[src/dmareg_pkg.sv]
// ----------------------------------------------------------------------------
// dmareg_pkg
// Shared types and constants of the disc DMA register block: item kinds,
// register addresses, stream widths and transfer timing.
// ----------------------------------------------------------------------------
`default_nettype none

package dmareg_pkg;

    // Field widths
    localparam int unsigned KIND_W   = 3;
    localparam int unsigned ADDR_W   = 32;
    localparam int unsigned DATA_W   = 32;
    localparam int unsigned TICK_W   = 40;
    localparam int unsigned PROT_W   = 16;
    localparam int unsigned TIMING_N = 8;
    localparam int unsigned TIMING_IDX_W = $clog2(TIMING_N);

    // Stream widths: fields packed from bit 0, padded to whole bytes
    localparam int unsigned S_FIELDS_W = ADDR_W + DATA_W + 1;
    localparam int unsigned S_TDATA_W  = ((S_FIELDS_W + 7) / 8) * 8;
    localparam int unsigned M_FIELDS_W = DATA_W + 1 + 1 + ADDR_W + DATA_W + 1;
    localparam int unsigned M_TDATA_W  = ((M_FIELDS_W + 7) / 8) * 8;

    // Transfer timing
    localparam int unsigned TICKS_PER_BYTE = 32;

    // Protection key sits in the upper half of the write data
    localparam logic [PROT_W-1:0] PROT_KEY = 16'h8843;
    localparam logic [DATA_W-1:0] PROT_STATUS_OK = 32'd3;

    // Register addresses
    localparam logic [ADDR_W-1:0] ADDR_START    = 32'h005F_7404;
    localparam logic [ADDR_W-1:0] ADDR_LENGTH   = 32'h005F_7408;
    localparam logic [ADDR_W-1:0] ADDR_DIR      = 32'h005F_740C;
    localparam logic [ADDR_W-1:0] ADDR_ENABLE   = 32'h005F_7414;
    localparam logic [ADDR_W-1:0] ADDR_RUN      = 32'h005F_7418;
    localparam logic [ADDR_W-1:0] ADDR_TIMING0  = 32'h005F_7480;
    localparam logic [ADDR_W-1:0] ADDR_TIMING1  = 32'h005F_7484;
    localparam logic [ADDR_W-1:0] ADDR_TIMING2  = 32'h005F_7488;
    localparam logic [ADDR_W-1:0] ADDR_TIMING3  = 32'h005F_748C;
    localparam logic [ADDR_W-1:0] ADDR_TIMING4  = 32'h005F_7490;
    localparam logic [ADDR_W-1:0] ADDR_TIMING5  = 32'h005F_7494;
    localparam logic [ADDR_W-1:0] ADDR_TIMING6  = 32'h005F_74A0;
    localparam logic [ADDR_W-1:0] ADDR_TIMING7  = 32'h005F_74A4;
    localparam logic [ADDR_W-1:0] ADDR_IO_READY = 32'h005F_74B4;
    localparam logic [ADDR_W-1:0] ADDR_PROTECT  = 32'h005F_74B8;
    localparam logic [ADDR_W-1:0] ADDR_ROM_PROT = 32'h005F_74E4;
    localparam logic [ADDR_W-1:0] ADDR_PROT_STS = 32'h005F_74EC;
    localparam logic [ADDR_W-1:0] ADDR_DBG_ADDR = 32'h005F_74F4;
    localparam logic [ADDR_W-1:0] ADDR_DBG_LEN  = 32'h005F_74F8;

    // Request kinds
    typedef enum logic [KIND_W-1:0] {
        KIND_READ32     = 3'd0,
        KIND_READ_OTHER = 3'd1,
        KIND_WRITE16    = 3'd2,
        KIND_WRITE32    = 3'd3,
        KIND_WRITE_OTH  = 3'd4,
        KIND_SET_READY  = 3'd5,
        KIND_RETRY      = 3'd6,
        KIND_TICK       = 3'd7
    } kind_t;

endpackage : dmareg_pkg

`default_nettype wire

[src/disc_dma_register_block_top.sv]
// ----------------------------------------------------------------------------
// disc_dma_register_block_top
// Bus-side register block of a disc DMA port: decodes register accesses,
// launches transfers and counts them down on tick requests.
// ----------------------------------------------------------------------------
// Path: an accepted request enters the input register; after one pass of
//   decode and update its result is captured in the result register.
// Throughput: one request per cycle; a held result stalls the input only
//   once the input register is also full.
// Reset: rst_n asynchronous, active low; clears both valid flags, the
//   architectural registers and the transfer countdown.
`default_nettype none

module disc_dma_register_block_top
    import dmareg_pkg::*;
(
    input  wire logic                 clk,
    input  wire logic                 rst_n,
    // Request channel
    input  wire logic                 s_axis_tvalid,
    output logic                      s_axis_tready,
    // tdata: address[31:0], write_data[63:32], ready_level[64], zero pad
    input  wire logic [S_TDATA_W-1:0] s_axis_tdata,
    // tuser: kind[2:0]
    input  wire logic [KIND_W-1:0]    s_axis_tuser,
    // Result channel
    output logic                      m_axis_tvalid,
    input  wire logic                 m_axis_tready,
    // tdata: read_data[31:0], fault[32], launch[33], launch_address[65:34],
    //        launch_length[97:66], done_interrupt[98], zero pad
    output logic [M_TDATA_W-1:0]      m_axis_tdata
);

    // Input register
    logic              in_valid_reg;
    kind_t             in_kind_reg;
    logic [ADDR_W-1:0] in_addr_reg;
    logic [DATA_W-1:0] in_data_reg;
    logic              in_level_reg;

    // Result register
    logic              out_valid_reg;
    logic [DATA_W-1:0] out_read_data_reg;
    logic              out_fault_reg;
    logic              out_launch_reg;
    logic [ADDR_W-1:0] out_launch_addr_reg;
    logic [DATA_W-1:0] out_launch_len_reg;
    logic              out_done_reg;

    // Architectural registers
    logic [ADDR_W-1:0] start_address_reg,   start_address_next;
    logic [DATA_W-1:0] transfer_length_reg, transfer_length_next;
    logic              direction_flag_reg,  direction_flag_next;
    logic              enable_flag_reg,     enable_flag_next;
    logic              running_flag_reg,    running_flag_next;
    logic              drive_ready_reg,     drive_ready_next;
    logic [ADDR_W-1:0] debug_address_reg,   debug_address_next;
    logic [DATA_W-1:0] debug_length_reg,    debug_length_next;
    logic [DATA_W-1:0] timing_words_reg  [TIMING_N];
    logic [DATA_W-1:0] timing_words_next [TIMING_N];
    logic              io_ready_enable_reg, io_ready_enable_next;
    logic [PROT_W-1:0] protect_window_reg,  protect_window_next;
    logic [DATA_W-1:0] rom_protect_reg,     rom_protect_next;
    logic [TICK_W-1:0] ticks_left_reg,      ticks_left_next;
    logic              pending_reg,         pending_next;

    // Per-request results
    logic [DATA_W-1:0] read_data_c;
    logic              fault_c;
    logic              launch_c;
    logic              done_c;
    logic              launch_try_c;
    logic              running_try_c;
    logic [TICK_W-1:0] ticks_dec_c;
    logic [TICK_W-1:0] ticks_load_c;

    logic              advance;
    logic              do_step;

    // Handshake: the input stage moves whenever the result slot is free
    assign advance       = !out_valid_reg || m_axis_tready;
    assign do_step       = in_valid_reg && advance;
    assign s_axis_tready = !in_valid_reg || advance;
    assign m_axis_tvalid = out_valid_reg;

    assign ticks_load_c = TICK_W'(transfer_length_reg) * TICK_W'(TICKS_PER_BYTE);
    assign ticks_dec_c  = (ticks_left_reg != '0) ? (ticks_left_reg - TICK_W'(1))
                                                 : ticks_left_reg;

    // Decode the request and work out the next register values
    always_comb
    begin
        start_address_next   = start_address_reg;
        transfer_length_next = transfer_length_reg;
        direction_flag_next  = direction_flag_reg;
        enable_flag_next     = enable_flag_reg;
        running_flag_next    = running_flag_reg;
        drive_ready_next     = drive_ready_reg;
        debug_address_next   = debug_address_reg;
        debug_length_next    = debug_length_reg;
        timing_words_next    = timing_words_reg;
        io_ready_enable_next = io_ready_enable_reg;
        protect_window_next  = protect_window_reg;
        rom_protect_next     = rom_protect_reg;
        ticks_left_next      = ticks_left_reg;
        pending_next         = pending_reg;

        read_data_c   = '0;
        fault_c       = 1'b0;
        done_c        = 1'b0;
        launch_try_c  = 1'b0;
        running_try_c = running_flag_reg;

        unique case (in_kind_reg)
            KIND_READ32:
            begin
                unique case (in_addr_reg)
                    ADDR_ENABLE:   read_data_c = DATA_W'(enable_flag_reg);
                    ADDR_RUN:      read_data_c = DATA_W'(running_flag_reg);
                    ADDR_PROT_STS: read_data_c = PROT_STATUS_OK;
                    ADDR_DBG_ADDR: read_data_c = debug_address_reg;
                    ADDR_DBG_LEN:  read_data_c = debug_length_reg;
                    default:       read_data_c = '0;
                endcase
            end
            KIND_WRITE16:
            begin
                if (in_addr_reg == ADDR_TIMING0)
                    timing_words_next[0] = DATA_W'(in_data_reg[PROT_W-1:0]);
                else
                    fault_c = 1'b1;
            end
            KIND_WRITE32:
            begin
                unique case (in_addr_reg)
                    ADDR_START:    start_address_next   = in_data_reg;
                    ADDR_LENGTH:   transfer_length_next = in_data_reg;
                    ADDR_DIR:      direction_flag_next  = in_data_reg[0];
                    ADDR_ENABLE:   enable_flag_next     = in_data_reg[0];
                    ADDR_RUN:
                    begin
                        running_flag_next = in_data_reg[0];
                        running_try_c     = in_data_reg[0];
                        launch_try_c      = in_data_reg[0];
                    end
                    ADDR_TIMING1:  timing_words_next[1] = in_data_reg;
                    ADDR_TIMING2:  timing_words_next[2] = in_data_reg;
                    ADDR_TIMING3:  timing_words_next[3] = in_data_reg;
                    ADDR_TIMING4:  timing_words_next[4] = in_data_reg;
                    ADDR_TIMING5:  timing_words_next[5] = in_data_reg;
                    ADDR_TIMING6:  timing_words_next[6] = in_data_reg;
                    ADDR_TIMING7:  timing_words_next[7] = in_data_reg;
                    ADDR_IO_READY: io_ready_enable_next = in_data_reg[0];
                    ADDR_PROTECT:
                    begin
                        // Accept the window only under the key
                        if (in_data_reg[DATA_W-1:PROT_W] == PROT_KEY)
                            protect_window_next = in_data_reg[PROT_W-1:0];
                    end
                    ADDR_ROM_PROT: rom_protect_next = in_data_reg;
                    default:       fault_c = 1'b1;
                endcase
            end
            KIND_SET_READY:
            begin
                drive_ready_next = in_level_reg;
            end
            KIND_RETRY:
            begin
                launch_try_c = 1'b1;
            end
            KIND_TICK:
            begin
                // Count down and complete the transfer at zero
                if (pending_reg)
                begin
                    ticks_left_next = ticks_dec_c;
                    if (ticks_dec_c == '0)
                    begin
                        pending_next       = 1'b0;
                        running_flag_next  = 1'b0;
                        done_c             = 1'b1;
                        debug_address_next = start_address_reg + transfer_length_reg;
                        debug_length_next  = transfer_length_reg;
                    end
                end
            end
            KIND_READ_OTHER, KIND_WRITE_OTH:
            begin
                fault_c = 1'b1;
            end
            default:
            begin
                fault_c = 1'b1;
            end
        endcase

        // Launch when the run bit is set and the drive is ready
        launch_c = launch_try_c && running_try_c && drive_ready_reg;
        if (launch_c)
        begin
            debug_address_next = start_address_reg;
            debug_length_next  = '0;
            ticks_left_next    = ticks_load_c;
            pending_next       = 1'b1;
        end
    end

    // Input register: hold the request until the pass has room
    always_ff @(posedge clk or negedge rst_n)
    begin
        if (!rst_n)
        begin
            in_valid_reg <= 1'b0;
        end
        else if (s_axis_tready)
        begin
            in_valid_reg <= s_axis_tvalid;
        end
    end

    always_ff @(posedge clk)
    begin
        if (s_axis_tready && s_axis_tvalid)
        begin
            in_kind_reg  <= kind_t'(s_axis_tuser);
            in_addr_reg  <= s_axis_tdata[ADDR_W-1:0];
            in_data_reg  <= s_axis_tdata[ADDR_W +: DATA_W];
            in_level_reg <= s_axis_tdata[ADDR_W + DATA_W];
        end
    end

    // Result register: advance when the slot is empty or the consumer takes the current result
    always_ff @(posedge clk or negedge rst_n)
    begin
        if (!rst_n)
        begin
            out_valid_reg <= 1'b0;
        end
        else if (advance)
        begin
            out_valid_reg <= in_valid_reg;
        end
    end

    always_ff @(posedge clk)
    begin
        if (do_step)
        begin
            out_read_data_reg   <= read_data_c;
            out_fault_reg       <= fault_c;
            out_launch_reg      <= launch_c;
            out_launch_addr_reg <= launch_c ? start_address_reg : '0;
            out_launch_len_reg  <= launch_c ? transfer_length_reg : '0;
            out_done_reg        <= done_c;
        end
    end

    assign m_axis_tdata = M_TDATA_W'({out_done_reg, out_launch_len_reg, out_launch_addr_reg,
                                      out_launch_reg, out_fault_reg, out_read_data_reg});

    // Register file: update once per processed request
    always_ff @(posedge clk or negedge rst_n)
    begin
        if (!rst_n)
        begin
            start_address_reg   <= '0;
            transfer_length_reg <= '0;
            direction_flag_reg  <= 1'b0;
            enable_flag_reg     <= 1'b0;
            running_flag_reg    <= 1'b0;
            drive_ready_reg     <= 1'b0;
            debug_address_reg   <= '0;
            debug_length_reg    <= '0;
            for (int i = 0; i < TIMING_N; i++)
            begin
                timing_words_reg[i] <= '0;
            end
            io_ready_enable_reg <= 1'b0;
            protect_window_reg  <= '0;
            rom_protect_reg     <= '0;
            ticks_left_reg      <= '0;
            pending_reg         <= 1'b0;
        end
        else if (do_step)
        begin
            start_address_reg   <= start_address_next;
            transfer_length_reg <= transfer_length_next;
            direction_flag_reg  <= direction_flag_next;
            enable_flag_reg     <= enable_flag_next;
            running_flag_reg    <= running_flag_next;
            drive_ready_reg     <= drive_ready_next;
            debug_address_reg   <= debug_address_next;
            debug_length_reg    <= debug_length_next;
            timing_words_reg    <= timing_words_next;
            io_ready_enable_reg <= io_ready_enable_next;
            protect_window_reg  <= protect_window_next;
            rom_protect_reg     <= rom_protect_next;
            ticks_left_reg      <= ticks_left_next;
            pending_reg         <= pending_next;
        end
    end

endmodule : disc_dma_register_block_top

`default_nettype wire
[config.mk]
export PLATFORM = sky130hd
export DESIGN_NAME = disc_dma_register_block_top
export DESIGN_NICKNAME = d
export VERILOG_FILES = /design/src/dmareg_pkg.sv /design/src/disc_dma_register_block_top.sv
export SDC_FILE = /design/constraint.sdc
export NUM_CORES = 1
export LEC_CHECK = 0
export BUFFER_PORTS_ARGS = -buffer_cell sky130_fd_sc_hd__buf_2
export CAP_MARGIN = 5
export CORE_ASPECT_RATIO = 0.9
export CORE_UTILIZATION = 55
export CTS_BUF_LIST = sky130_fd_sc_hd__clkbuf_8
export DETAILED_ROUTE_END_ITERATION = 16
export PLACE_DENSITY_LB_ADDON = 0.25
export SETUP_SLACK_MARGIN = 0.5
export SLEW_MARGIN = 20
export SYNTH_ARGS = -nofsm -noshare
export SYNTH_HDL_FRONTEND = slang
export SYNTH_SLANG_ARGS = --single-unit
[constraint.sdc]
create_clock -name clk -period 5.7 [get_ports clk]
set_input_delay 0.285 -clock clk [delete_from_list [all_inputs] [get_ports clk]]
set_output_delay 0.285 -clock clk [all_outputs]
set_load 0.02 [all_outputs]
=== Word-level counts from Yosys, hierarchy flattened ===
Index checks and enable logic that the tools add are counted.

* Flip-flop bits (word level): 341
* Bits of input ports: 79
* Output and inout port bits: 106

* Add/sub/neg operators: 2
* Equality and inequality tests: 28
* Multiplexer cells: 28
* Reductions and logical operators: 26

{| class="wikitable"
|+ Operators by type and width
! operator !! number
|-
| == test 32 x 23 -> 1 bit (second input constant) || 19
|-
| 2-to-1 mux 32 bit || 8
|-
| 2-to-1 mux 40 bit || 4
|-
| case mux 32 bit (5 select lines) || 1
|-
| logical NOT 40 bit || 1
|-
| nonzero test 40 bit || 1
|-
| subtractor 40 x 1 -> 40 bit (second input constant) || 1
|-
| adder 32 bit || 1
|-
| OR reduction 15 bit || 1
|-
| == test 3 bit (second input constant) || 4
|-
| 2-to-1 mux 1 bit || 12
|-
| AND reduction 3 bit || 4
|-
| AND reduction 4 bit || 2
|-
| nonzero test 2 bit || 4
|-
| == test 3 x 2 -> 1 bit (second input constant) || 2
|-
| AND reduction 2 bit || 3
|-
| logical AND 1 bit || 4
|-
| != test 2 bit (second input constant) || 2
|-
| case mux 1 bit (2 select lines) || 2
|-
| == test 3 x 1 -> 1 bit (second input constant) || 1
|-
| logical NOT 3 bit || 1
|-
| case mux 1 bit (3 select lines) || 1
|-
| logical NOT 1 bit || 2
|-
| logical OR 1 bit || 2
|-
| OR reduction 2 bit || 1
|}

=== Logic depth before layout (Yosys ltp) ===
Gate-level depths: netlist of run 1.

* Depth after elaboration: 7
* Mapped depth: 14

=== Least setup slack after synthesis of run 1 ===
OpenSTA, ideal clock, no wires.

* Path type: reg2reg
* Start point: reg out_valid_reg, in the netlist m_axis_tvalid
* End point: reg ticks_left_reg[16]
* Setup time: 0.121 ns
* Arrival time: 4.250 ns
* Setup slack: 1.329 ns
* Cell stages (with the launch flop): 9
* Buffers on the path: 1
* Path through: dfrtp_1 > nand2b_1 > nand2_1 > inv_1 > nand2_1 > nand2_1 > clkbuf_1 > o21ai_0 > a22o_1

* Word-level cells in the longest chain between the ends: 4

{| class="wikitable"
|+ Ends and longest elaborated chain
! what !! RTL line !! text
|-
| from (decl) || disc_dma_register_block_top.sv:42 || <nowiki>logic out_valid_reg;</nowiki>
|-
| from (signal assigned) || disc_dma_register_block_top.sv:242 || <nowiki>out_valid_reg <= in_valid_reg;</nowiki>
|-
| logical NOT 1 bit || disc_dma_register_block_top.sv:81 || <nowiki>assign advance = !out_valid_reg || m_axis_tready;</nowiki>
|-
| logical OR 1 bit || disc_dma_register_block_top.sv:81 ||
|-
| logical AND 1 bit || disc_dma_register_block_top.sv:82 || <nowiki>assign do_step = in_valid_reg && advance;</nowiki>
|-
| net do_step || disc_dma_register_block_top.sv:78 || <nowiki>logic do_step;</nowiki>
|-
| AND reduction 3 bit (no line) || -- ||
|-
| to (signal assigned) || disc_dma_register_block_top.sv:299 || <nowiki>ticks_left_reg <= ticks_left_next;</nowiki>
|-
| to (decl) || disc_dma_register_block_top.sv:64 || <nowiki>logic [TICK_W-1:0] ticks_left_reg, ticks_left_next;</nowiki>
|}

The timed path passes the listed nets, and every way through them passes these cells.
A chain may end at the register's enable or synchronous reset.

=== Worst setup path in the final report of run 1 ===
* Start point: reg ticks_left_reg[19]
* End point: reg debug_address_reg[18]

* Word-level cells in the longest chain between the ends: 5
* Elaborated cells on any way between the ends: 6
* Those cells by class: add/sub: 1; mux: 1; reduce/logical: 4

{| class="wikitable"
|+ Ends and longest elaborated chain
! what !! RTL line !! text
|-
| subtractor 40 x 1 -> 40 bit or nonzero test 40 bit (tied branches) || disc_dma_register_block_top.sv:87 || <nowiki>assign ticks_dec_c = (ticks_left_reg != '0) ? (ticks_left_reg - TICK_W'(1))</nowiki>
|-
| 2-to-1 mux 40 bit * || disc_dma_register_block_top.sv:87 ||
|-
| logical NOT 40 bit * || disc_dma_register_block_top.sv:178 || <nowiki>if (ticks_dec_c == '0)</nowiki>
|-
| nonzero test 2 bit (no line) * || -- ||
|-
| AND reduction 4 bit (no line) * || -- ||
|-
| to (signal assigned) || disc_dma_register_block_top.sv:293 || <nowiki>debug_address_reg <= debug_address_next;</nowiki>
|-
| to (decl) || disc_dma_register_block_top.sv:57 || <nowiki>logic [ADDR_W-1:0] debug_address_reg, debug_address_next;</nowiki>
|}

Every way passes the cells marked *; elsewhere a longest branch is shown, timed or not.

==> Flow_metrics.wiki, run 1 <==
{| class="wikitable"
! Metric !! Value
|-
| Std-Cell Core Area || approximately 29000 um^2
|-
| Final routed wirelength across all metal layers || approximately 44000 um
|-
| Routed wirelength normalized by instance count || between 20 and 25 um
|-
| Root buffer cell || sky130_fd_sc_hd__clkbuf_8
|-
| Static power due to leakage || between 9 and 10 nW
|-
| Max-cap viol count || 0
|-
| First-pass GRT wire length || 68510 um
|-
| Post-Layout Cell Count || 2156
|-
| Power density cells || 261.5 nW/um^2
|-
| Antenna-violating nets left || 0
|-
| Util after Layout || between 60% and 70%
|-
| Clk Latency, worst-skew pair || between 600 and 700 ps
|-
| Total chip power || around 5.2 mW
|-
| Post-route design area || slightly below 20000 um^2
|-
| Tcrit/Tclk final || 77.26%
|-
| IO buf count || 172
|-
| Clock share of power || roughly 43%
|-
| Number of cells upsized or downsized after cts || 0
|-
| Remaining global-route overflow || 0
|-
| Number of max-slew violations in the final report || 0
|-
| Worst-Margin Slew || ~1100 ps
|-
| Worst hold-check path type || in -> async
|-
| Mux cell area share after synthesis || ~8.4%
|-
| Area post-placement || between 15000 and 20000 um^2
|-
| Setup TNS Final || 0 ps
|-
| Post-route DRC violation count || 0
|-
| I/O pin count || around 190
|-
| Result of the run || complete, no violations
|-
| Post-Synth Adder-Cell Area || about 2.6%
|-
| Sequential share of the synthesized area || a little under three fifths
|-
| Worst slew margin relative to its limit || ~26%
|-
| Crit. End Element || flip-flop
|-
| Diode count || 0
|-
| Flip-flop count of the largest register after layout || 40
|-
| Unrepaired setup endpoints after global routing || false
|-
| Dominant register cell in the synthesized netlist || sky130_fd_sc_hd__dfrtp_1
|-
| Clock Skew || 35.50 ps
|-
| Highest ir drop seen on vdd || 0.2136 mV
|-
| Global-route usage over all layers || about 29%
|-
| Initial DRC Count || between 1000 and 1500
|-
| Combinational family with the most area after synthesis || simple AND/OR/NAND/NOR gates
|-
| Net count reported at finish || 1828
|-
| Number of clock sinks || roughly 340
|-
| H-tree lvl count || 2
|-
| Number of post-CTS setup repair buffers || 0
|-
| Max Clk Rate || 227.1 MHz
|-
| Logic pwr share || approximately 5%
|-
| Die ar. || 30880 um^2
|-
| Synth unique cells || between 70 and 80
|-
| Pin count of the biggest net entering global routing || a little over 70
|-
| Clock-pin transition on the worst setup and hold timing paths || about 70 ps
|-
| Iteration count of the initial detailed-routing pass || 5
|-
| Antenna violations before repair || 0
|-
| Data arrival at the endpoint of the critical path || 4870 ps
|-
| Last weighted congestion value of the routability-driven placer || approximately 0.94
|-
| Post-synthesis average cell area || approximately 11 um^2
|-
| Mean number of vias per cell || approximately 5.9
|-
| Leading cell types in the layout, fill and taps excluded || 174 x sky130_fd_sc_hd__dfrtp_1, 171 x sky130_fd_sc_hd__buf_2, 167 x sky130_fd_sc_hd__edfxtp_1
|-
| Number of global-route vias before repair || between 10000 and 15000
|-
| Switching Share || between 20 and 25%
|-
| Row count || between 50 and 60
|-
| Synthesized-area fraction occupied by ao, oa, aoi and oai cells || around 13%
|-
| Synthesized-area fraction occupied by xor and xnor cells || around 1.2%
|-
| Post-synthesis cell area || around 17000 um^2
|-
| Type of element launching the critical path || flip-flop
|-
| Number of placed cells counting well taps || 1983
|-
| Buffers from clock root to sink, at most || 3
|-
| Internal || 3.959 mW
|-
| Clock tree from TritonCTS || yes
|-
| Minimum period implied by the final worst setup slack || between 4000 and 5000 ps
|-
| Inserted Clock Buffers || 54
|-
| Synth Warn # || 0
|-
| Maximum fanout along the worst path || 31
|-
| Register share of total power || between 50% and 60%
|-
| Y dimension of the die || 166.8 um
|-
| Number of hold violations in the final report || 0
|-
| CP Data Required Time || 6170 ps
|-
| Synth Instances || about 1500
|-
| Chip Width || 185.1 um
|-
| Leading cell type in the layout, fill and taps excluded || sky130_fd_sc_hd__dfrtp_1
|-
| Type of the setup path with the least slack || reg -> reg
|-
| Vias after detailed routing || between 10000 and 15000
|-
| Count of flip-flops with a built-in enable after synthesis || roughly 170
|-
| Post-synthesis share of cell area spent on and, or, nand and nor gates || 14.32%
|-
| Proportion of synthesized flip-flops having asynchronous set or reset || 51.03%
|-
| Area growth from synthesis to final layout || 18.83%
|-
| Initial core utilization || between 50% and 60%
|-
| Switching power || approximately 1.2 mW
|-
| Ratio of cells with drive above 1 in the final layout || 21.25%
|-
| DP HPWL || between 20000 and 30000 um
|-
| Number of flip-flops and latches in the synthesized netlist || between 300 and 400
|-
| # setup viols final || 0
|}
## final cells by class
type | count | area (um^2)
Clock buffer | 63 | 867.1
Clock inverter | 38 | 272.8
Fill cell | 2241 | 9582
Inverter | 78 | 295.3
Multi-Input combinational cell | 971 | 6625
Sequential cell | 341 | 9369
Tap cell | 396 | 495.5
Timing Repair Buffer | 269 | 1800
## cells in the mapped netlist (24+ instances only)
library cell,instances,share of area [%]
sky130_fd_sc_hd__a21o_1,31,1.4
sky130_fd_sc_hd__a21oi_1,60,1.8
sky130_fd_sc_hd__a22oi_1,31,1.4
sky130_fd_sc_hd__and2_1,59,2.2
sky130_fd_sc_hd__clkbuf_1,60,1.4
sky130_fd_sc_hd__dfrtp_1,174,26
sky130_fd_sc_hd__edfxtp_1,167,30
sky130_fd_sc_hd__ha_1,33,2.5
sky130_fd_sc_hd__inv_1,78,1.8
sky130_fd_sc_hd__mux2_1,24,1.6
sky130_fd_sc_hd__mux2_2,66,4.5
sky130_fd_sc_hd__mux2i_1,38,2.3
sky130_fd_sc_hd__nand2_1,95,2.1
sky130_fd_sc_hd__nor2_1,110,2.5
sky130_fd_sc_hd__nor3_1,37,1.1
sky130_fd_sc_hd__nor4_1,24,0.90
sky130_fd_sc_hd__o21ai_0,87,2.6
## per-stage QoR
stage | hold WS, ps | setup slack, ps
floorplan | -10.59 | 1329
global placement | 337.3 | 1407
detailed placement | 340.3 | 1375
CTS | 273.6 | 1344
global route | 303.9 | 1166
finish | 242.7 | 1296
## repair_timing
action / 4_1_cts / 5_1_grt
setup endpoints to repair: 0 / 0
hold buffers: 72 / 0
endpoints found under the hold margin: 136 / 0
## metal layers
metal	share of wire (%)	wire (um)	up-vias	GRT usage (%)
met4	2.5	1086	0	9.163
li1	-	-	5902	-
met3	6.4	2839	85	5.073
met2	47	20860	472	46.00
met5	0	0	-	0
met1	44	19360	6252	40.60
## cell families (layout without fill, tap and decap cells)
kind of cell | after synthesis | in the layout
AO/OA/AOI/OAI | 327 | 327
XOR/XNOR | 23 | 23
adder cells (fa/ha/maj) | 34 | 34
buffers and inverters | 156 | 448
flip-flops | 341 | 341
multiplexers | 128 | 128
other | 1 | 5
AND/OR/NAND/NOR | 454 | 454
## final timing paths
| check | startpoint | endpoint | slack, ps | cells after the start |
|---|---|---|---|---|
| hold / removal | rst_n | m_axis_tvalid | 240 | 2 |
| setup reg to reg | ticks_left_reg[19] | debug_address_reg[18] | 1300 | 10 |
| min in group clk | s_axis_tuser[1] | in_kind_reg[1] | 380 | 2 |
| setup / recovery | ticks_left_reg[19] | debug_address_reg[18] | 1300 | 10 |
| max in group asynchronous | rst_n | ticks_left_reg[25] | 4010 | 3 |
| hold reg to reg | debug_address_reg[18] | debug_address_reg[18] | 490 | 1 |
## critical path: stages, from the launching register on
cell and delay (ps):
sky130_fd_sc_hd__dfrtp_1 430, sky130_fd_sc_hd__or4_1 700, sky130_fd_sc_hd__or3_1 530, sky130_fd_sc_hd__or2_4 350, sky130_fd_sc_hd__or4_4 460, sky130_fd_sc_hd__a221o_1 400, sky130_fd_sc_hd__nor4_4 390, sky130_fd_sc_hd__nand4_4 210
sky130_fd_sc_hd__nand2_8 160, sky130_fd_sc_hd__buf_12 230, sky130_fd_sc_hd__mux2_1 350
## power groups by stage
stage,clock [mW],sequential (mW),combinational (mW)
5_1_grt,2.32,2.72,0.277
3_5_place_dp,0,2.76,0.219
6_report,2.19,2.71,0.256
4_1_cts,2.20,2.71,0.257
3_3_place_gp,0,2.75,0.214
2_1_floorplan,0,2.80,0.0582
(Power assumes the default switching activity.)
==> run 2, diff against run 1 <==
clock period = 4.1 ns   (was 5.7 ns; I/O delays follow)
==> Flow_metrics.wiki, run 2 (synthesis gave the netlist of run 1 again) <==
{| class="wikitable"
! Metric !! Value
|-
| Result of the run || complete, no violations (unchanged)
|-
| Minimum period implied by the final worst setup slack || 3735 ps (was 4404 ps)
|-
| Largest delay contributor family on the critical path || simple AND/OR/NAND/NOR gates (unchanged)
|-
| Number of placed cells counting well taps || 2027 (was 1983)
|-
| Inserted Clock Buffers || 54 (unchanged)
|-
| First-pass GRT wire length || 72770 um (was 68510 um)
|-
| Crit. End Element || flip-flop (unchanged)
|-
| Static power due to leakage || 9.519 nW (was 9.065 nW)
|-
| Logic pwr share || 5.2% (was 5.0%)
|-
| Type of element launching the critical path || flip-flop (unchanged)
|-
| Initial DRC Count || 1310 (was 1112)
|-
| Setup crit end || debug_address_reg[3] (was debug_address_reg[18])
|-
| Register-to-register setup slack || 370 ps (was 1300 ps)
|-
| Clk Latency, worst-skew pair || 620 ps (about the same)
|-
| Leading cell types in the layout, fill and taps excluded || 171 x sky130_fd_sc_hd__dfrtp_1, 171 x sky130_fd_sc_hd__buf_2, 167 x sky130_fd_sc_hd__edfxtp_1 (was 174 x sky130_fd_sc_hd__dfrtp_1, 171 x sky130_fd_sc_hd__buf_2, 167 x sky130_fd_sc_hd__edfxtp_1)
|-
| Unrepaired setup endpoints after global routing || true (was false)
|-
| Critical path buffers and inverters || 3 (was 1)
|-
| Worst-Margin Slew || 1076 ps (was 1113 ps)
|-
| Row count || 59 (unchanged)
|-
| # setup viols final || 0 (unchanged)
|-
| Clock tree from TritonCTS || yes (unchanged)
|-
| R2r startpoint || ticks_left_reg[22] (was ticks_left_reg[19])
|-
| Worst slew margin relative to its limit || 28.11% (was 25.63%)
|-
| Root buffer cell || sky130_fd_sc_hd__clkbuf_8 (unchanged)
|-
| Remaining global-route overflow || 0 (unchanged)
|-
| Number of hold violations in the final report || 0 (unchanged)
|-
| Worst-path cell with the longest stage delay || sky130_fd_sc_hd__or4_4 (was sky130_fd_sc_hd__or4_1)
|-
| Cell chain of the critical path || or4_4 -> or3_4 -> o41a_1 -> a311oi_2 -> o2111ai_1 -> nor4_2 -> buf_4 -> nand4_4 -> nand2_8 -> buf_12 -> buf_16 -> mux2_1 (was or4_1 -> or3_1 -> or2_4 -> or4_4 -> a221o_1 -> nor4_4 -> nand4_4 -> nand2_8 -> buf_12 -> mux2_1)
|-
| Worst hold slack after final layout || 260.0 ps (was 242.7 ps)
|-
| Vias after detailed routing || 13230 (was 12710)
|-
| Max-cap viol count || 0 (unchanged)
|-
| IO buf count || 172 (unchanged)
|-
| Std-Cell Core Area || 29310 um^2 (unchanged)
|-
| Switching power || 1.640 mW (was 1.199 mW)
|-
| Area growth from synthesis to final layout || 23.65% (was 18.83%)
|-
| Chip Width || 185.1 um (unchanged)
|-
| Final routed wirelength across all metal layers || 46420 um (was 44140 um)
|-
| Largest stage delay on the critical path || 560 ps (was 700 ps)
|-
| CP Data Required Time || 4590 ps (was 6170 ps)
|-
| Pin count of the biggest net entering global routing || 114 (was 71)
|-
| Crit path depth || 12 (was 10)
|-
| Post-route DRC violation count || 0 (unchanged)
|-
| DP HPWL || 29490 um (was 28400 um)
|-
| Worst setup path start || ticks_left_reg[22] (was ticks_left_reg[19])
|-
| Initial core utilization || 56.64% (unchanged)
|-
| Clock-pin transition on the worst setup and hold timing paths || 60 ps (was 70 ps)
|-
| Power density cells || 336.2 nW/um^2 (was 261.5 nW/um^2)
|-
| Global-route usage over all layers || 30.75% (was 28.98%)
|-
| Switching Share || 23.76% (was 23.25%)
|-
| Type of the setup path with the least slack || reg -> reg (unchanged)
|-
| Destination of the worst register-to-register timing path || debug_address_reg[3] (was debug_address_reg[18])
|-
| Clock Skew || 26.30 ps (was 35.50 ps)
|-
| Routed wirelength normalized by instance count || 20.73 um (was 20.47 um)
|-
| I/O pin count || 185 (unchanged)
|-
| Antenna violations before repair || 0 (unchanged)
|-
| H-tree lvl count || 2 (unchanged)
|-
| Y dimension of the die || 166.8 um (unchanged)
|-
| Tcrit/Tclk final || 91.09% (was 77.26%)
|-
| Post-route design area || 20520 um^2 (was 19730 um^2)
|-
| Data arrival at the endpoint of the critical path || 4230 ps (was 4870 ps)
|-
| Die ar. || 30880 um^2 (unchanged)
|-
| Buffers from clock root to sink, at most || 3 (unchanged)
|-
| Number of clock sinks || 341 (unchanged)
|-
| Length in cells of the worst reg-to-reg path || 12 (was 10)
|-
| Internal || 5.261 mW (was 3.959 mW)
|-
| Worst hold-check path type || in -> async (unchanged)
|-
| Iteration count of the initial detailed-routing pass || 5 (unchanged)
|-
| Setup TNS Final || 0 ps (unchanged)
|-
| Maximum fanout along the worst path || 7 (was 31)
|-
| Antenna-violating nets left || 0 (unchanged)
|-
| Ratio of cells with drive above 1 in the final layout || 26.04% (was 21.25%)
|-
| Number of fill cells || 2153 (was 2241)
|-
| Clock share of power || 40.2% (was 42.5%)
|-
| Area post-placement || 18220 um^2 (was 17860 um^2)
|-
| Max Clk Rate || 267.8 MHz (was 227.1 MHz)
|-
| Number of max-slew violations in the final report || 0 (unchanged)
|-
| Register share of total power || 54.6% (was 52.5%)
|-
| Net count reported at finish || 1910 (was 1828)
|-
| Number of global-route vias before repair || 13130 (was 12530)
|-
| Highest ir drop seen on vdd || 0.2619 mV (was 0.2136 mV)
|-
| Mean number of vias per cell || 5.908 (was 5.896)
|-
| Last weighted congestion value of the routability-driven placer || 0.9648 (was 0.9414)
|-
| Diode count || 0 (unchanged)
|-
| Post-Layout Cell Count || 2239 (was 2156)
|-
| Flip-flop count of the largest register after layout || 40 (unchanged)
|}
[run 2: cell types whose count changed in the layout (fill, tap and decap cells not counted), moves of 6 or more]
cell / before / now
sky130_fd_sc_hd__buf_4: 23 / 90
sky130_fd_sc_hd__inv_1: 92 / 102
sky130_fd_sc_hd__mux2_4: 0 / 9
sky130_fd_sc_hd__buf_6: 1 / 9
sky130_fd_sc_hd__mux2_1: 24 / 16
sky130_fd_sc_hd__clkbuf_8: 63 / 57
sky130_fd_sc_hd__nor4_1: 24 / 18
sky130_fd_sc_hd__nor4_2: 0 / 6
[run 2: what timing repair did]
| item | 4_1_cts | 5_1_grt |
|---|---|---|
| endpoints found under the setup margin | 66 | 91 |
| setup buffers | 31 | 4 |
| gates resized for setup | 29 | 28 |
| hold endpoints to repair | 161 | 0 |
| gates cloned | 2 | 1 |
| hold buffers | 72 | 0 |
| pin swaps | 14 | 10 |
[run 2: how the worst min path moves through the flow]
stage	startpoint	end	slack, ps	cells after the start
detailed placement	rst_n	m_axis_tvalid	380	1
finish	rst_n	in_valid_reg	260	2
floorplan	rst_n	debug_address_reg[0]	-90	0
global route	s_axis_tdata[58]	in_data_reg[26]	270	2
CTS	s_axis_tdata[64]	in_level_reg	270	2
global placement	rst_n	m_axis_tvalid	370	1
[run 2: power by group through the flow]
stage / Combinational [mW] / Clock [mW] / Sequential [mW]
detailed placement: 0.304 / 0 / 3.83
global route: 0.388 / 2.96 / 3.78
CTS: 0.358 / 2.80 / 3.77
finish: 0.357 / 2.77 / 3.77
floorplan: 0.0816 / 0 / 3.90
global placement: 0.298 / 0 / 3.83
[run 2: stage by stage]
step                utilization, %  total power [mW]  worst slack [ps]
CTS                          69.47             6.924             343.7
detailed placement           62.16             4.137             161.8
floorplan                        -             3.978             492.5
global route                 70.03             7.131             246.4
finish                       70.03             6.900             365.3
global placement             62.16             4.127             235.6
[run 2: cell type report]
cell class / count / area (um^2) / share of cell area (%)
Clock buffer: 57 / 784.5 / 3.822
Clock inverter: 45 / 237.7 / 1.158
Inverter: 78 / 296.5 / 1.445
Multi-Input combinational cell: 971 / 6782 / 33.04
Sequential cell: 341 / 9373 / 45.67
Tap cell: 396 / 495.5 / 2.414
Timing Repair Buffer: 351 / 2556 / 12.45
[run 2: layer usage]
layer  share of wire, %  global-route usage, %
met4                3.1                  11.14
met1                 43                  42.40
met5                  0                      0
met3                7.2                  6.823
met2                 47                  47.79
==> run 3, diff against run 2 <==
CELL_PAD_IN_SITES_DETAIL_PLACEMENT = 1   (was not set)
CELL_PAD_IN_SITES_GLOBAL_PLACEMENT = 2   (was not set)
CORE_UTILIZATION = 41   (was 55)
==> Flow_metrics.wiki, run 3 (synthesis gave the netlist of run 1 again) <==
{| class="wikitable"
! Metric !! Value
|-
| Result of the run || complete, no violations (unchanged)
|-
| Internal || 5.339 mW (was 5.261 mW)
|-
| Number of hold violations in the final report || 0 (unchanged)
|-
| Static power due to leakage || 9.550 nW (was 9.519 nW)
|-
| Number of clock sinks || 341 (unchanged)
|-
| Logic pwr share || 5.2% (about the same)
|-
| Iteration count of the initial detailed-routing pass || 4 (was 5)
|-
| Tcrit/Tclk final || 90.33% (was 91.09%)
|-
| Initial DRC Count || 776 (was 1310)
|-
| Antenna-violating nets left || 0 (unchanged)
|-
| Worst hold-check path type || in -> async (unchanged)
|-
| Area growth from synthesis to final layout || 25.42% (was 23.65%)
|-
| Length in cells of the worst reg-to-reg path || 12 (unchanged)
|-
| Register-to-register setup slack || 400 ps (was 370 ps)
|-
| First-pass GRT wire length || 79830 um (was 72770 um)
|-
| Y dimension of the die || 192.9 um (was 166.8 um)
|-
| Post-Layout Cell Count || 2376 (was 2239)
|-
| Leading cell type in the layout, fill and taps excluded || sky130_fd_sc_hd__dfrtp_1
|-
| Buffers from clock root to sink, at most || 3 (unchanged)
|-
| Destination of the worst register-to-register timing path || debug_length_reg[11] (was debug_address_reg[3])
|-
| Type of element launching the critical path || flip-flop (unchanged)
|-
| Leading cell types in the layout, fill and taps excluded || 174 x sky130_fd_sc_hd__dfrtp_1, 171 x sky130_fd_sc_hd__buf_2, 167 x sky130_fd_sc_hd__edfxtp_1 (was 171 x sky130_fd_sc_hd__dfrtp_1, 171 x sky130_fd_sc_hd__buf_2, 167 x sky130_fd_sc_hd__edfxtp_1)
|-
| Number of max-slew violations in the final report || 0 (unchanged)
|-
| # setup viols final || 0 (unchanged)
|-
| Clock Skew || 37.84 ps (was 26.30 ps)
|-
| Inserted Clock Buffers || 57 (was 54)
|-
| Max Clk Rate || 270.0 MHz (was 267.8 MHz)
|-
| Clock tree from TritonCTS || yes (unchanged)
|-
| Total chip power || 7.070 mW (was 6.900 mW)
|-
| Remaining global-route overflow || 0 (unchanged)
|-
| I/O pin count || 185 (unchanged)
|-
| Max-cap viol count || 0 (unchanged)
|-
| IO buf count || 172 (unchanged)
|-
| Maximum fanout along the worst path || 7 (unchanged)
|-
| Last weighted congestion value of the routability-driven placer || 0.8804 (was 0.9648)
|-
| Chip Width || 214.1 um (was 185.1 um)
|-
| Unrepaired setup endpoints after global routing || true (unchanged)
|-
| Setup TNS Final || 0 ps (unchanged)
|-
| Power density cells || 339.6 nW/um^2 (was 336.2 nW/um^2)
|-
| Clock-pin transition on the worst setup and hold timing paths || 60 ps (about the same)
|-
| Row count || 69 (was 59)
|-
| Worst setup path start || ticks_left_reg[18] (was ticks_left_reg[22])
|-
| Mean number of vias per cell || 5.501 (was 5.908)
|-
| Minimum period implied by the final worst setup slack || 3704 ps (was 3735 ps)
|-
| Std-Cell Core Area || 39710 um^2 (was 29310 um^2)
|-
| CP Data Required Time || 4640 ps (was 4590 ps)
|-
| Flip-flop count of the largest register after layout || 40 (unchanged)
|-
| Type of the setup path with the least slack || reg -> reg (unchanged)
|-
| H-tree lvl count || 2 (unchanged)
|-
| Worst hold slack after final layout || 156.7 ps (was 260.0 ps)
|-
| Clk Latency, worst-skew pair || 660 ps (was 620 ps)
|-
| Initial core utilization || 41.80% (was 56.64%)
|-
| Pin count of the biggest net entering global routing || 105 (was 114)
|-
| Register share of total power || 53.3% (was 54.6%)
|-
| DP HPWL || 34100 um (was 29490 um)
|-
| Ratio of cells with drive above 1 in the final layout || 26.75% (was 26.04%)
|-
| Highest ir drop seen on vdd || 0.2819 mV (was 0.2619 mV)
|-
| Switching power || 1.731 mW (was 1.640 mW)
|-
| Switching Share || 24.49% (was 23.76%)
|-
| Root buffer cell || sky130_fd_sc_hd__clkbuf_8 (unchanged)
|-
| Worst slew margin relative to its limit || 30.16% (was 28.11%)
|-
| Vias after detailed routing || 13070 (was 13230)
|-
| Clock share of power || 41.4% (was 40.2%)
|-
| Number of fill cells || 4280 (was 2153)
|-
| Data arrival at the endpoint of the critical path || 4240 ps (was 4230 ps)
|-
| Crit. End Element || flip-flop (unchanged)
|-
| Final routed wirelength across all metal layers || 51520 um (was 46420 um)
|-
| Worst-Margin Slew || 1048 ps (was 1076 ps)
|-
| Number of placed cells counting well taps || 2161 (was 2027)
|-
| Antenna violations before repair || 3 (was 0)
|-
| Routed wirelength normalized by instance count || 21.68 um (was 20.73 um)
|-
| Number of global-route vias before repair || 13670 (was 13130)
|-
| Net count reported at finish || 1907 (was 1910)
|-
| Die ar. || 41300 um^2 (was 30880 um^2)
|-
| Post-route DRC violation count || 0 (unchanged)
|-
| Global-route usage over all layers || 25.04% (was 30.75%)
|-
| R2r startpoint || ticks_left_reg[18] (was ticks_left_reg[22])
|-
| Util after Layout || 52.43% (was 70.03%)
|-
| Setup crit end || debug_length_reg[11] (was debug_address_reg[3])
|}
## run 3: area by class of cell
cell class	count	area, um^2	share of cell area [%]
sequential	341	9369	45.00
clock inverter	41	181.4	0.8714
tap	532	665.6	3.197
antenna	1	2.502	0.01202
multi-input combinational	971	6824	32.78
inverter	78	296.5	1.424
timing repair buffer	345	2559	12.29
clock buffer	67	922.1	4.429
## run 3: critical path: stages, from the launching register on
cell                      delay [ps]
sky130_fd_sc_hd__dfrtp_1         410
sky130_fd_sc_hd__or4_4           530
sky130_fd_sc_hd__or3_4           350
sky130_fd_sc_hd__or2_4           260
sky130_fd_sc_hd__or4_4           440
sky130_fd_sc_hd__a221o_1         360
sky130_fd_sc_hd__nor4_4          200
sky130_fd_sc_hd__buf_4           180
sky130_fd_sc_hd__nand4_4         140
sky130_fd_sc_hd__nand2_8         190
sky130_fd_sc_hd__buf_12          170
sky130_fd_sc_hd__buf_8           120
sky130_fd_sc_hd__mux2i_1         220
## run 3: worst min path at each step
stage	start	endpoint	slack (ps)	depth (start not counted)
floorplan	rst_n	debug_address_reg[0]	-90	0
global placement	rst_n	ticks_left_reg[6]	280	1
detailed placement	rst_n	ticks_left_reg[5]	290	1
CTS	rst_n	ticks_left_reg[4]	160	2
global route	rst_n	ticks_left_reg[5]	200	2
finish	rst_n	ticks_left_reg[5]	160	2
## run 3: stage by stage
step	instance area [um^2]	setup slack [ps]
floorplan	16630	492.5
global placement	18420	249.4
detailed placement	18420	182.1
CTS	20560	335.9
global route	20820	302.6
finish	20820	396.5
## run 3: power by group through the flow
| stage | Combinational (mW) | Sequential, mW | Clock (mW) |
|---|---|---|---|
| floorplan | 0.0816 | 3.90 | 0 |
| global placement | 0.308 | 3.83 | 0 |
| detailed placement | 0.314 | 3.84 | 0 |
| CTS | 0.367 | 3.77 | 3.00 |
| global route | 0.398 | 3.78 | 3.14 |
| finish | 0.369 | 3.77 | 2.93 |
## run 3: per-layer routing
layer / up-vias / global-route usage [%] / part of all wire [%]
li1: 6045 / - / -
met1: 6646 / 33.75 / 46
met2: 307 / 41.51 / 47
met3: 73 / 4.019 / 4.3
met4: 0 / 7.830 / 2.3
met5: - / 0 / 0
## run 3: timing repair
item / 4_1_cts / 5_1_grt
hold endpoints to repair: 140 / 0
hold buffers: 72 / 0
cloned: 1 / 1
endpoints found under the setup margin: 74 / 77
buffers inserted: 23 / 9
pin swaps: 9 / 15
resized for setup: 32 / 39
